--- src/rtl/ssd_pkg.sv ---
// Shared types, codes and constants for the two-wire seven-segment driver.
// No dependencies; all rtl files but ssd_queue use it by scoped names.
package ssd_pkg;

    localparam int DIGITS_DEF  = 4;
    localparam int QUEUE_DEPTH = 4;

    // Item kinds carried on s_tuser
    localparam logic OP_SHOW = 1'b0;
    localparam logic OP_TICK = 1'b1;

    localparam logic [2:0] BRIGHT_RESET = 3'd3;

    // Command bytes of the display protocol
    localparam logic [7:0] CMD_DATA  = 8'h40 | 8'h04;
    localparam logic [7:0] ADDR_BASE = 8'hC0;
    localparam logic [7:0] ADDR_MASK = 8'h3F;
    localparam logic [7:0] DISP_ON   = 8'h88;

    // x / 10 == (x * RECIP) >> RECIP_SHIFT for every 16-bit x
    localparam logic [16:0] RECIP       = 17'h0CCCD;
    localparam int          RECIP_SHIFT = 19;

    typedef enum logic [2:0] {
        PH_IDLE  = 3'd0,
        PH_START = 3'd1,
        PH_BITS  = 3'd2,
        PH_ACK   = 3'd3,
        PH_STOP  = 3'd4,
        PH_TAIL  = 3'd5
    } phase_t;

    // Frames sent for one digit
    typedef enum logic [1:0] {
        FR_CMD        = 2'd0,
        FR_ADDR       = 2'd1,
        FR_PATTERN    = 2'd2,
        FR_DISPLAY_ON = 2'd3
    } frame_t;

    function automatic logic [7:0] seg_pattern(input logic [3:0] digit);
        logic [7:0] pat;
        unique case (digit)
            4'd1:    pat = 8'h06;
            4'd2:    pat = 8'h5B;
            4'd3:    pat = 8'h4F;
            4'd4:    pat = 8'h66;
            4'd5:    pat = 8'h6D;
            4'd6:    pat = 8'h7D;
            4'd7:    pat = 8'h07;
            4'd8:    pat = 8'h7F;
            4'd9:    pat = 8'h6F;
            default: pat = 8'h3F;
        endcase
        return pat;
    endfunction

endpackage

--- src/rtl/ssd_front.sv ---
// Front end: accepts input words and splits the number into decimal digits,
// one digit per pipeline stage. Depends on ssd_pkg.
module ssd_front #(
    parameter int DIGITS = ssd_pkg::DIGITS_DEF
) (
    input  logic                    aclk,
    input  logic                    aresetn,
    input  logic                    s_tvalid,
    output logic                    s_tready,
    input  logic                    in_op,
    input  logic [15:0]             in_number,
    input  logic                    in_dio,
    output logic                    out_valid,
    input  logic                    out_ready,
    output logic                    out_op,
    output logic                    out_dio,
    output logic [DIGITS-1:0][3:0]  out_digits
);

    logic                   vld_reg  [0:DIGITS];
    logic                   op_reg   [0:DIGITS];
    logic                   dio_reg  [0:DIGITS];
    logic [15:0]            quot_reg [0:DIGITS];
    logic [DIGITS-1:0][3:0] dig_reg  [0:DIGITS];
    logic                   advance;

    // Stall the whole pipe only when the last stage holds a word the queue refuses
    assign advance  = !vld_reg[DIGITS] || out_ready;
    assign s_tready = advance;

    always_ff @(posedge aclk) begin
        if (!aresetn) begin
            vld_reg[0] <= 1'b0;
        end else if (advance) begin
            vld_reg[0] <= s_tvalid;
        end
    end

    always_ff @(posedge aclk) begin
        if (advance) begin
            op_reg[0]   <= in_op;
            dio_reg[0]  <= in_dio;
            quot_reg[0] <= in_number;
            dig_reg[0]  <= '0;
        end
    end

    for (genvar i = 1; i <= DIGITS; i++) begin : g_stage
        logic [32:0]            prod;
        logic [15:0]            quot_next;
        logic [15:0]            rem;
        logic [DIGITS-1:0][3:0] dig_next;

        assign prod      = {1'b0, quot_reg[i-1]} * {16'd0, ssd_pkg::RECIP};
        assign quot_next = {2'b00, prod[32:ssd_pkg::RECIP_SHIFT]};
        assign rem       = quot_reg[i-1] - ((quot_next << 3) + (quot_next << 1));

        always_comb begin
            dig_next      = dig_reg[i-1];
            dig_next[i-1] = rem[3:0];
        end

        always_ff @(posedge aclk) begin
            if (!aresetn) begin
                vld_reg[i] <= 1'b0;
            end else if (advance) begin
                vld_reg[i] <= vld_reg[i-1];
            end
        end

        always_ff @(posedge aclk) begin
            if (advance) begin
                op_reg[i]   <= op_reg[i-1];
                dio_reg[i]  <= dio_reg[i-1];
                quot_reg[i] <= quot_next;
                dig_reg[i]  <= dig_next;
            end
        end
    end

    assign out_valid  = vld_reg[DIGITS];
    assign out_op     = op_reg[DIGITS];
    assign out_dio    = dio_reg[DIGITS];
    assign out_digits = dig_reg[DIGITS];

endmodule

--- src/rtl/ssd_queue.sv ---
// Short word queue between the digit splitter and the waveform engine.
// Flop storage, first word always visible at the head. Depends on nothing.
module ssd_queue #(
    parameter int WIDTH = 8,
    parameter int DEPTH = 4
) (
    input  logic             aclk,
    input  logic             aresetn,
    input  logic             push_valid,
    output logic             push_ready,
    input  logic [WIDTH-1:0] push_data,
    output logic             pop_valid,
    input  logic             pop_ready,
    output logic [WIDTH-1:0] pop_data
);

    localparam int PTR_W = (DEPTH > 1) ? $clog2(DEPTH) : 1;
    localparam int CNT_W = $clog2(DEPTH + 1);

    logic [WIDTH-1:0] mem_reg [DEPTH];
    logic [PTR_W-1:0] wr_ptr_reg, wr_ptr_next;
    logic [PTR_W-1:0] rd_ptr_reg, rd_ptr_next;
    logic [CNT_W-1:0] count_reg, count_next;
    logic             push, pop;

    assign push_ready = (count_reg != CNT_W'(DEPTH));
    assign pop_valid  = (count_reg != '0);
    assign push       = push_valid && push_ready;
    assign pop        = pop_valid && pop_ready;
    assign pop_data   = mem_reg[rd_ptr_reg];

    always_comb begin
        wr_ptr_next = wr_ptr_reg;
        rd_ptr_next = rd_ptr_reg;
        count_next  = count_reg;
        if (push) begin
            wr_ptr_next = (wr_ptr_reg == PTR_W'(DEPTH - 1)) ? '0 : wr_ptr_reg + 1'b1;
        end
        if (pop) begin
            rd_ptr_next = (rd_ptr_reg == PTR_W'(DEPTH - 1)) ? '0 : rd_ptr_reg + 1'b1;
        end
        if (push && !pop) begin
            count_next = count_reg + 1'b1;
        end else if (pop && !push) begin
            count_next = count_reg - 1'b1;
        end
    end

    always_ff @(posedge aclk) begin
        if (!aresetn) begin
            wr_ptr_reg <= '0;
            rd_ptr_reg <= '0;
            count_reg  <= '0;
        end else begin
            wr_ptr_reg <= wr_ptr_next;
            rd_ptr_reg <= rd_ptr_next;
            count_reg  <= count_next;
        end
    end

    always_ff @(posedge aclk) begin
        if (push) begin
            mem_reg[wr_ptr_reg] <= push_data;
        end
    end

endmodule

--- src/rtl/ssd_back.sv ---
// Back end: loads digits on a show word, steps the two-wire waveform a step
// per tick word, holds the result word in an output register. Uses ssd_pkg.
module ssd_back #(
    parameter int DIGITS = ssd_pkg::DIGITS_DEF
) (
    input  logic                    aclk,
    input  logic                    aresetn,
    input  logic [2:0]              brightness,
    input  logic                    in_valid,
    output logic                    in_ready,
    input  logic                    in_op,
    input  logic                    in_dio,
    input  logic [DIGITS-1:0][3:0]  in_digits,
    output logic                    m_tvalid,
    input  logic                    m_tready,
    output logic [7:0]              m_tdata
);

    localparam int POS_W = $clog2(DIGITS + 1);
    localparam int IDX_W = (DIGITS > 1) ? $clog2(DIGITS) : 1;

    ssd_pkg::phase_t        phase_reg, phase_next;
    logic [3:0]             cnt_reg, cnt_next;
    ssd_pkg::frame_t        step_reg, step_next;
    logic [POS_W-1:0]       pos_reg, pos_next;
    logic [7:0]             shift_reg, shift_next;
    logic                   clk_pin_reg, clk_pin_next;
    logic                   dio_pin_reg, dio_pin_next;
    logic                   drv_pin_reg, drv_pin_next;
    logic                   ack_reg, ack_next;
    logic [DIGITS-1:0][3:0] digits_reg, digits_next;
    logic                   m_tvalid_reg, m_tvalid_next;
    logic [7:0]             m_tdata_reg, m_tdata_next;

    logic                   take, do_show, do_tick;
    logic [POS_W-1:0]       pos_inc;
    logic [3:0]             cur_digit;
    logic [7:0]             cur_addr;

    // A show word never makes a result, so it may pass a stalled output
    assign in_ready = (in_op == ssd_pkg::OP_SHOW) || !m_tvalid_reg || m_tready;
    assign take     = in_valid && in_ready;
    assign do_show  = take && (in_op == ssd_pkg::OP_SHOW);
    assign do_tick  = take && (in_op == ssd_pkg::OP_TICK);

    assign pos_inc   = pos_reg + 1'b1;
    assign cur_digit = (pos_reg < POS_W'(DIGITS)) ? digits_reg[pos_reg[IDX_W-1:0]] : 4'd0;
    assign cur_addr  = ssd_pkg::ADDR_BASE
                     | ((8'(DIGITS - 1) - 8'(pos_reg)) & ssd_pkg::ADDR_MASK);

    always_comb begin
        phase_next    = phase_reg;
        cnt_next      = cnt_reg;
        step_next     = step_reg;
        pos_next      = pos_reg;
        shift_next    = shift_reg;
        clk_pin_next  = clk_pin_reg;
        dio_pin_next  = dio_pin_reg;
        drv_pin_next  = drv_pin_reg;
        ack_next      = ack_reg;
        digits_next   = digits_reg;
        m_tvalid_next = m_tvalid_reg && !m_tready;
        m_tdata_next  = m_tdata_reg;

        if (do_show) begin
            // drop a show that arrives while a sequence is running
            if (phase_reg == ssd_pkg::PH_IDLE) begin
                digits_next = in_digits;
                pos_next    = '0;
                step_next   = ssd_pkg::FR_CMD;
                cnt_next    = 4'd0;
                shift_next  = ssd_pkg::CMD_DATA;
                phase_next  = ssd_pkg::PH_START;
            end
        end else if (do_tick) begin
            unique case (phase_reg)
                ssd_pkg::PH_START: begin
                    clk_pin_next = 1'b1;
                    dio_pin_next = 1'b1;
                    drv_pin_next = 1'b1;
                    phase_next   = ssd_pkg::PH_BITS;
                    cnt_next     = 4'd0;
                end
                ssd_pkg::PH_BITS: begin
                    if (!cnt_reg[0]) begin
                        // the start condition's falling data edge lands here
                        if (cnt_reg == 4'd0 && step_reg != ssd_pkg::FR_PATTERN) begin
                            dio_pin_next = 1'b0;
                        end
                        drv_pin_next = 1'b1;
                        clk_pin_next = 1'b0;
                    end else begin
                        dio_pin_next = shift_reg[0];
                        clk_pin_next = 1'b1;
                        shift_next   = shift_reg >> 1;
                    end
                    cnt_next = cnt_reg + 1'b1;
                    if (cnt_reg == 4'd15) begin
                        phase_next = ssd_pkg::PH_ACK;
                        cnt_next   = 4'd0;
                    end
                end
                ssd_pkg::PH_ACK: begin
                    if (cnt_reg == 4'd0) begin
                        clk_pin_next = 1'b0;
                        drv_pin_next = 1'b0;
                        dio_pin_next = 1'b1;
                        cnt_next     = 4'd1;
                    end else if (cnt_reg == 4'd1) begin
                        ack_next = in_dio;
                        if (in_dio) begin
                            drv_pin_next = 1'b1;
                            dio_pin_next = 1'b0;
                        end
                        cnt_next = 4'd2;
                    end else begin
                        clk_pin_next = 1'b1;
                        cnt_next     = 4'd0;
                        if (step_reg == ssd_pkg::FR_ADDR) begin
                            step_next  = ssd_pkg::FR_PATTERN;
                            shift_next = ssd_pkg::seg_pattern(cur_digit);
                            phase_next = ssd_pkg::PH_BITS;
                        end else begin
                            phase_next = ssd_pkg::PH_STOP;
                        end
                    end
                end
                ssd_pkg::PH_STOP: begin
                    if (cnt_reg == 4'd0) begin
                        clk_pin_next = 1'b0;
                        drv_pin_next = 1'b1;
                        cnt_next     = 4'd1;
                    end else if (cnt_reg == 4'd1) begin
                        dio_pin_next = 1'b0;
                        cnt_next     = 4'd2;
                    end else begin
                        clk_pin_next = 1'b1;
                        cnt_next     = 4'd0;
                        if (step_reg == ssd_pkg::FR_CMD) begin
                            step_next  = ssd_pkg::FR_ADDR;
                            shift_next = cur_addr;
                            phase_next = ssd_pkg::PH_START;
                        end else if (step_reg == ssd_pkg::FR_PATTERN) begin
                            step_next  = ssd_pkg::FR_DISPLAY_ON;
                            shift_next = ssd_pkg::DISP_ON | {5'd0, brightness};
                            phase_next = ssd_pkg::PH_START;
                        end else begin
                            pos_next = pos_inc;
                            if (pos_inc < POS_W'(DIGITS)) begin
                                step_next  = ssd_pkg::FR_CMD;
                                shift_next = ssd_pkg::CMD_DATA;
                                phase_next = ssd_pkg::PH_START;
                            end else begin
                                phase_next = ssd_pkg::PH_TAIL;
                            end
                        end
                    end
                end
                ssd_pkg::PH_TAIL: begin
                    dio_pin_next = 1'b1;
                    drv_pin_next = 1'b1;
                    phase_next   = ssd_pkg::PH_IDLE;
                end
                default: begin
                    phase_next = ssd_pkg::PH_IDLE;
                end
            endcase

            m_tvalid_next = 1'b1;
            m_tdata_next  = {3'd0, ack_next, (phase_next != ssd_pkg::PH_IDLE),
                             drv_pin_next, dio_pin_next, clk_pin_next};
        end
    end

    always_ff @(posedge aclk) begin
        if (!aresetn) begin
            phase_reg    <= ssd_pkg::PH_IDLE;
            cnt_reg      <= 4'd0;
            step_reg     <= ssd_pkg::FR_CMD;
            pos_reg      <= '0;
            shift_reg    <= 8'd0;
            clk_pin_reg  <= 1'b1;
            dio_pin_reg  <= 1'b1;
            drv_pin_reg  <= 1'b1;
            ack_reg      <= 1'b0;
            digits_reg   <= '0;
            m_tvalid_reg <= 1'b0;
        end else begin
            phase_reg    <= phase_next;
            cnt_reg      <= cnt_next;
            step_reg     <= step_next;
            pos_reg      <= pos_next;
            shift_reg    <= shift_next;
            clk_pin_reg  <= clk_pin_next;
            dio_pin_reg  <= dio_pin_next;
            drv_pin_reg  <= drv_pin_next;
            ack_reg      <= ack_next;
            digits_reg   <= digits_next;
            m_tvalid_reg <= m_tvalid_next;
        end
    end

    always_ff @(posedge aclk) begin
        m_tdata_reg <= m_tdata_next;
    end

    assign m_tvalid = m_tvalid_reg;
    assign m_tdata  = m_tdata_reg;

`ifndef SYNTHESIS
    // data is released only inside an acknowledge or right after one
    a_release_window: assert property (@(posedge aclk) disable iff (!aresetn)
        !drv_pin_reg |-> (phase_reg == ssd_pkg::PH_ACK)
            || (cnt_reg == 4'd0
                && (phase_reg == ssd_pkg::PH_BITS || phase_reg == ssd_pkg::PH_STOP)))
        else $error("data pin released outside acknowledge window");

    a_show_starts: assert property (@(posedge aclk) disable iff (!aresetn)
        (do_show && phase_reg == ssd_pkg::PH_IDLE) |=> phase_reg == ssd_pkg::PH_START)
        else $error("show while idle did not start a sequence");

    a_sub_step: assert property (@(posedge aclk) disable iff (!aresetn)
        (phase_reg == ssd_pkg::PH_ACK || phase_reg == ssd_pkg::PH_STOP) |-> cnt_reg <= 4'd2)
        else $error("acknowledge or stop sub-step out of range");

    a_no_overwrite: assert property (@(posedge aclk) disable iff (!aresetn)
        (m_tvalid_reg && !m_tready) |=> m_tvalid_reg && $stable(m_tdata_reg))
        else $error("pending result word was overwritten");
`endif

endmodule

--- src/rtl/seven_segment_two_wire_driver.sv ---
// Top level of the two-wire four-digit seven-segment driver: brightness
// register, digit splitter, word queue and waveform engine.
// Depends on ssd_pkg, ssd_front, ssd_queue and ssd_back.

// Takes one input word per clock while s_tready is high. A show word
// (s_tuser = 0) loads the DIGITS lowest decimal digits of the number and
// starts a display sequence unless one is already running, in which case it
// is dropped; it gives no result. A tick word (s_tuser = 1) stands for one
// half-bit wait on the display bus, advances the waveform one step and gives
// exactly one result word with the pin levels, the busy flag and the last
// acknowledge sample. Words pass a digit-splitting pipeline of DIGITS + 1
// register stages (one reciprocal multiply per digit), a QUEUE_DEPTH-word
// queue and the output register. Brightness is written through the cfg port
// and is sampled when the display-on command is loaded; write it only while
// the block is idle.
module seven_segment_two_wire_driver #(
    parameter int DIGITS      = ssd_pkg::DIGITS_DEF,
    parameter int QUEUE_DEPTH = ssd_pkg::QUEUE_DEPTH
) (
    input  logic        aclk,
    input  logic        aresetn,
    input  logic        s_tvalid,
    output logic        s_tready,
    input  logic [23:0] s_tdata,   // [15:0] number, [16] dio_in, [23:17] zero
    input  logic        s_tuser,   // [0] op
    output logic        m_tvalid,
    input  logic        m_tready,
    output logic [7:0]  m_tdata,   // [0] clk_level, [1] dio_level, [2] dio_drive,
                                   // [3] busy_res, [4] ack_missing, [7:5] zero
    input  logic        cfg_valid,
    output logic        cfg_ready,
    input  logic [2:0]  cfg_data
);

    localparam int ENTRY_W = 2 + 4 * DIGITS;

    logic [2:0]             brightness_reg;
    logic                   fr_valid, fr_ready, fr_op, fr_dio;
    logic [DIGITS-1:0][3:0] fr_digits;
    logic                   q_valid, q_ready;
    logic [ENTRY_W-1:0]     q_data;
    logic [DIGITS-1:0][3:0] q_digits;

    assign cfg_ready = 1'b1;

    always_ff @(posedge aclk) begin
        if (!aresetn) begin
            brightness_reg <= ssd_pkg::BRIGHT_RESET;
        end else if (cfg_valid) begin
            brightness_reg <= cfg_data;
        end
    end

    ssd_front #(
        .DIGITS (DIGITS)
    ) u_front (
        .aclk       (aclk),
        .aresetn    (aresetn),
        .s_tvalid   (s_tvalid),
        .s_tready   (s_tready),
        .in_op      (s_tuser),
        .in_number  (s_tdata[15:0]),
        .in_dio     (s_tdata[16]),
        .out_valid  (fr_valid),
        .out_ready  (fr_ready),
        .out_op     (fr_op),
        .out_dio    (fr_dio),
        .out_digits (fr_digits)
    );

    ssd_queue #(
        .WIDTH (ENTRY_W),
        .DEPTH (QUEUE_DEPTH)
    ) u_queue (
        .aclk       (aclk),
        .aresetn    (aresetn),
        .push_valid (fr_valid),
        .push_ready (fr_ready),
        .push_data  ({fr_digits, fr_dio, fr_op}),
        .pop_valid  (q_valid),
        .pop_ready  (q_ready),
        .pop_data   (q_data)
    );

    assign q_digits = q_data[ENTRY_W-1:2];

    ssd_back #(
        .DIGITS (DIGITS)
    ) u_back (
        .aclk       (aclk),
        .aresetn    (aresetn),
        .brightness (brightness_reg),
        .in_valid   (q_valid),
        .in_ready   (q_ready),
        .in_op      (q_data[0]),
        .in_dio     (q_data[1]),
        .in_digits  (q_digits),
        .m_tvalid   (m_tvalid),
        .m_tready   (m_tready),
        .m_tdata    (m_tdata)
    );

endmodule

--- config.mk ---
export PLATFORM = sky130hd
export DESIGN_NAME = seven_segment_two_wire_driver
export DESIGN_NICKNAME = d
export VERILOG_FILES = /design/src/rtl/ssd_pkg.sv /design/src/rtl/ssd_front.sv /design/src/rtl/ssd_queue.sv /design/src/rtl/ssd_back.sv /design/src/rtl/seven_segment_two_wire_driver.sv
export SDC_FILE = /design/constraint.sdc
export NUM_CORES = 1
export LEC_CHECK = 0
export BUFFER_PORTS_ARGS = -buffer_cell sky130_fd_sc_hd__buf_2
export CAP_MARGIN = 10
export CORE_ASPECT_RATIO = 1.4
export CORE_UTILIZATION = 59
export CTS_CLUSTER_SIZE = 12
export DETAILED_ROUTE_END_ITERATION = 7
export PLACE_DENSITY = 0.75
export RECOVER_POWER = 50
export SKIP_LAST_GASP = 1
export SLEW_MARGIN = 20
export SYNTH_ARGS = -nofsm -noshare
export SYNTH_HDL_FRONTEND = slang
export SYNTH_SLANG_ARGS = --single-unit
--- constraint.sdc ---
create_clock -name aclk -period 5.76 [get_ports aclk]
set_input_delay 0.288 -clock aclk [delete_from_list [all_inputs] [get_ports aclk]]
set_output_delay 0.288 -clock aclk [all_outputs]
set_load 0.005 [all_outputs]
======== After elaboration in Yosys (flattened, before gate mapping) ========
Memory sizes are Yosys's and may differ from the RTL's. A register that Yosys moved wholly into a read port is not among the register bits.
Cells that the tools add are included.
storage, ports and cells
  bits in registers ....................... 56
  bits in writable memories ............... 247
  memory bits (read-only) ................. 112
  input port bits ......................... 33
  output and inout port bits .............. 11
  memories ................................ 7
memories
  memory            words  width  rd ports  clocked after Yosys merged registers in  wr ports  RTL line         RTL
  (name not given)  16     7      1         0                                        0         ssd_pkg.sv:43    unique case (digit)
  u_front.dig_reg   5      16     5         0                                        5         ssd_front.sv:24  logic [DIGITS-1:0][3:0] dig_reg [0:DIGITS];
  u_front.quot_reg  5      16     4         0                                        5         ssd_front.sv:23  logic [15:0] quot_reg [0:DIGITS];
  u_queue.mem_reg   4      18     1         1                                        1         ssd_queue.sv:20  logic [WIDTH-1:0] mem_reg [DEPTH];
  u_front.dio_reg   5      1      5         0                                        5         ssd_front.sv:22  logic dio_reg [0:DIGITS];
  u_front.op_reg    5      1      5         0                                        5         ssd_front.sv:21  logic op_reg [0:DIGITS];
  +1 memories       --     --     --        --                                       --        --
operators by class
  add/subtract/negate cells ............... 15
  multipliers ............................. 4
  $lt $le $gt $ge ......................... 3
  eq/ne operators ......................... 25
  multiplexer cells ....................... 99
  bitwise operators ....................... 7
  reductions and logical operators ........ 36
operator list
  kind                                                    number
  multiplier 16 x 16 -> 32 bit (second input constant)    4
  2-to-1 mux 8 bit                                        12
  2-to-1 mux 3 bit                                        24
  2-to-1 mux 2 bit                                        17
  2-to-1 mux 1 bit                                        32
  2-to-1 mux 4 bit                                        6
  one-hot mux 8 bit (3 select lines)                      1
  adder 4 bit                                             4
  subtractor 4 bit                                        4
  inequality test 3 x 2 -> 1 bit (second input constant)  4
  one-hot mux 3 bit (4 select lines)                      1
  one-hot mux 4 bit (3 select lines)                      1
  AND reduction 10 bit                                    1
  AND reduction 9 bit                                     1
  nonzero test 3 bit                                      3
  binary-select mux 4 bit (select 2 bit)                  1
  logical AND 1 bit                                       8
  inequality test 2 x 1 -> 1 bit (second input constant)  4
  one-hot mux 1 bit (4 select lines)                      2
  nonzero test 4 bit                                      2
  AND reduction 7 bit                                     1
  adder 3 x 1 -> 3 bit (second input constant)            2
  == test 2 bit (second input constant)                   3
  == test 3 x 2 -> 1 bit (second input constant)          2
  other kinds (28)                                        49

======== Depth between registers and ports, before layout ========
  depth after elaboration ................. 12
  mapped depth ............................ 25

======== Hierarchy ========
A second synthesis with hierarchy kept.
second synthesis, totals
  cells, all modules ...................... 2127
  area, all modules ....................... 24365.9 um^2
by module, submodules not included
  module                         instances  cells an instance  area each (um^2)  sequential area each (um^2)
  ssd_front                      1          1619               18181.2           3293.2
  ssd_queue                      1          145                3084.2            2342.2
  ssd_back                       1          352                2985.4            970.9
  seven_segment_two_wire_driver  1          11                 115.1             60.1

======== Worst setup path before layout ========
OpenSTA, ideal clock, no wires.
  path type ............................... register -> register
  start point ............................. memory u_front.quot_reg[2][5] (netlist: u_front.quot_reg[0][37])
  end point ............................... memory u_front.quot_reg[3][12] (netlist: u_front.quot_reg[0][60]) (data pin)
  arrival time ............................ 5.377 ns
  required time ........................... 5.505 ns
  slack ................................... 0.129 ns
  cell stages (with the launch flop) ...... 19
  path buffers ............................ 0
  path through ............................ edfxtp_1 ha_1 fa_1 fa_1 fa_1 fa_1 inv_1 fa_1 inv_1 ha_1 a21oi_1 o22ai_1 o21ai_0 o311ai_1 o41a_1 a2111oi_4 o31ai_1 a221o_1 and2_1
RTL lines
  item         RTL line
  from (decl)  ssd_front.sv:23

==> flow_summary_export.csv <==
group,metric,value,unit
floorplanning,row_count,87,
global_routing,grt_max_degree,58,
finish,final_area,27990,um2
global_routing,gr-usage-met3,2.379,%
synthesis,synth_top_area_share,25.39,%
flow_run,maxCapViolations,2,
timing,max_slew_margin,-74.94,%
timing,final_max_slew_viol_count,115,
timing,period_minus_slack,5.741,ns
run_status,outcome,"finished, violations left",
floorplanning,core_region_area,40280,um2
timing,timing.fmax,0.1742,GHz
place,place_hpwl,41690,um
global_routing,globalRouteMet2Util,49.29,%
setup_path,crit_arrival,6.01,ns
clock_network,clock_path_buffers,3,
drt,vias_per_cell,5.416,
global_routing,grt_overflow,0,
synthesis,ys.flop_type,"edfxtp_1",
timing,period_share,99.68,%
synthesis,synthTopCellsByArea,"ha_1 25%, edfxtp_1 23%, fa_1 21%, inv_1 7.8%, dfxtp_1 4.5%",
synthesis,syn_area_per_cell,11.33,um2
drt,wl_per_cell,17.86,um
clock_network,clkSinkCount,240,
clock_network,clk_root_buffer_cell,"clkbuf_16",
drt,firstDrtPassIters,4,
timing,finalClockSkew,0.03582,ns
floorplanning,ioPinCount,44,
global_routing,antenna_found_initial,0,
synthesis,yosysMostFrequentCell,"inv_1",
finish,syn_to_final_growth,16.38,%
place,postPlaceCellArea,25740,um2
synthesis,synth_async_sr_flop_share,0,%
synthesis,synth_seq_cells,240,
drt,drt_iter0_markers,785,
global_routing,grtUsageMet1,28.68,%
floorplanning,dieArea,41580,um2
setup_path,cpPeakStageDelay,0.54,ns
clock_network,path_clk_slew,0.06,ns
synthesis,synth_edf_count,186,
place,place_congestion,0.9149,
min_path,min_path_type,"input port to register",
finish,final_nets,3143,
synthesis,synth.cell_area,24050,um2
finish,antenna_cells,0,
clock_network,worst_skew_pair.late_latency,0.56,ns
finish,fillers,2874,
finish,final_layout_size_suffix_gt1_share,16.10,%
clock_network,cts_tree,"built",
timing,rsz0062_at_grt,"yes",
synthesis,synth.largest_area_cell,"ha_1",
setup_path,path_cells,"buf_4 > ha_1 > ha_1 > ha_1 > inv_1 > fa_1 > inv_1 > fa_1 > fa_1 > ha_1 > a21oi_1 > o22ai_1 > a211oi_2 > buf_4 > o311ai_4 > o41a_1 > a2111oi_4 > o31ai_4 > a221o_1 > xor2_1",
drt,final_antenna_net_count,0,
clock_network,htree_num_levels,1,
global_routing,grt_pass1_wl,83600,um
setup_path,critPathMaxFanout,3,
global_routing,grt_usage,25.57,%
place,port_buffers,32,
drt,vias,15810,
synthesis,yosys-top-cells-count,"500 x inv_1, 488 x ha_1, 257 x fa_1",
timing,final-setup-viol-count,0,
global_routing,first_global_vias,17060,
floorplanning,start_util,59.70,%
timing,tightest_slew,2.610,ns
setup_path,cp-end-kind,"register",
synthesis,synth_warnings,0,
floorplanning,die_h,240.9,um
drt,drc,0,
finish,largest_reg_flops,72,
synthesis,synthCells,2123,
global_routing,grt_busiest_layer,"met2",
clock_network,numCtsBuffers,26,
setup_path,worst_path_max_delay_cell,"fa_1",
timing,timing_hold_violations_final,0,
synthesis,yosysSeqAreaShare,27.72,%
floorplanning,die_x,172.6,um
setup_path,crit_type,"register to register",
run_status,violations,"max-capacitance violations, max-slew violations",
setup_path,cp_data_required_time,6.03,ns
drt,routed_wl,52130,um
setup_path,crit_top_cell,"ha_1",
setup_path,setup.worst_path.start_class,"register",
synthesis,ys_types,73,
-- area by class of cell --
cell class                      count  area [um2]  area share [%]
Clock inverter                      8       78.83          0.2817
Inverter                          501        1882           6.724
Multi-Input combinational cell   1350       16100           57.54
Sequential cell                   240        6666           23.82
Timing Repair Buffer              246        1844           6.590
Tap cell                          534       668.1           2.387
Clock buffer                       40       743.2           2.656
-- critical path: cells and delay by family, from the launching register on --
family / cells / cell delay [ns]
fa+ha+maj: 7 / 2.58
compound gates: 8 / 1.83
flops: 1 / 0.46
buf+inv: 4 / 0.45
xor+xnor: 1 / 0.15
-- metal layers --
metal,share of wire (%),up-vias
li1,-,7521
met5,0,-
met3,3.0,143
met4,4.4,0
met2,54,313
met1,38,7831
-- path summary, 6_finish.rpt --
check	startpoint	endpoint	slack [ns]	cells past startpoint
setup / recovery	u_front.quot_reg[0][39]	u_front.quot_reg[0][59]	0.02	20
hold / removal	cfg_valid	brightness_reg[0]	0.01	3
setup reg to reg	u_front.quot_reg[0][39]	u_front.quot_reg[0][59]	0.02	20
hold reg to reg	u_front.dig_reg[0][38]	u_front.dig_reg[0][54]	0.40	0
-- timing repair --
action,4_1_cts,5_1_grt
hold endpoints to repair,21,0
setup endpoints to repair,18,28
pin swaps,32,77
hold buffers,21,0
buffers inserted,20,41
resized for setup,35,88
-- metrics by stage --
step	util, %	hold slack, ns	setup slack (ns)	std cells	setup TNS [ns]
floorplan	-	0.3869	0.1287	2125	0
global placement	63.91	0.4031	-0.2553	2791	-1.398
detailed placement	63.91	0.4045	-0.3778	2791	-2.563
CTS	67.48	0.002223	0.0003917	2880	0
global route	69.48	0.03869	-0.1916	2919	-1.134
finish	69.48	0.01278	0.01862	2919	0
-- cells by family after synthesis --
kind of cell,synth area share (%)
XOR/XNOR,2.643
other,0.03123
buffers and inverters,8.450
flip-flops,27.72
AND/OR/NAND/NOR,5.567
AO/OA/AOI/OAI,6.327
multiplexers,2.472
adder cells (fa/ha/maj),46.79
-- layout by cell type (no fill, tap or decap), types with 21 or more instances in the layout --
master	synthesis	final
ha_4	0	38
dlygate4sd3_1	0	21
xor2_1	22	21
fa_1	257	255
nand3_1	23	21
mux4_2	21	21
inv_1	500	494
xnor2_1	48	45
nor2b_1	23	23
buf_2	0	28
buf_4	4	183
nand2_1	89	88
nor2_1	57	54
a21oi_1	57	49
clkbuf_16	0	26
dfxtp_1	54	54
ha_1	488	443
o21ai_0	40	35
a21o_1	21	21
edfxtp_1	186	186
a21boi_0	29	28
Power is not shown: default switching activity piles up to over one toggle a cycle in this logic, so the estimate is an artifact.
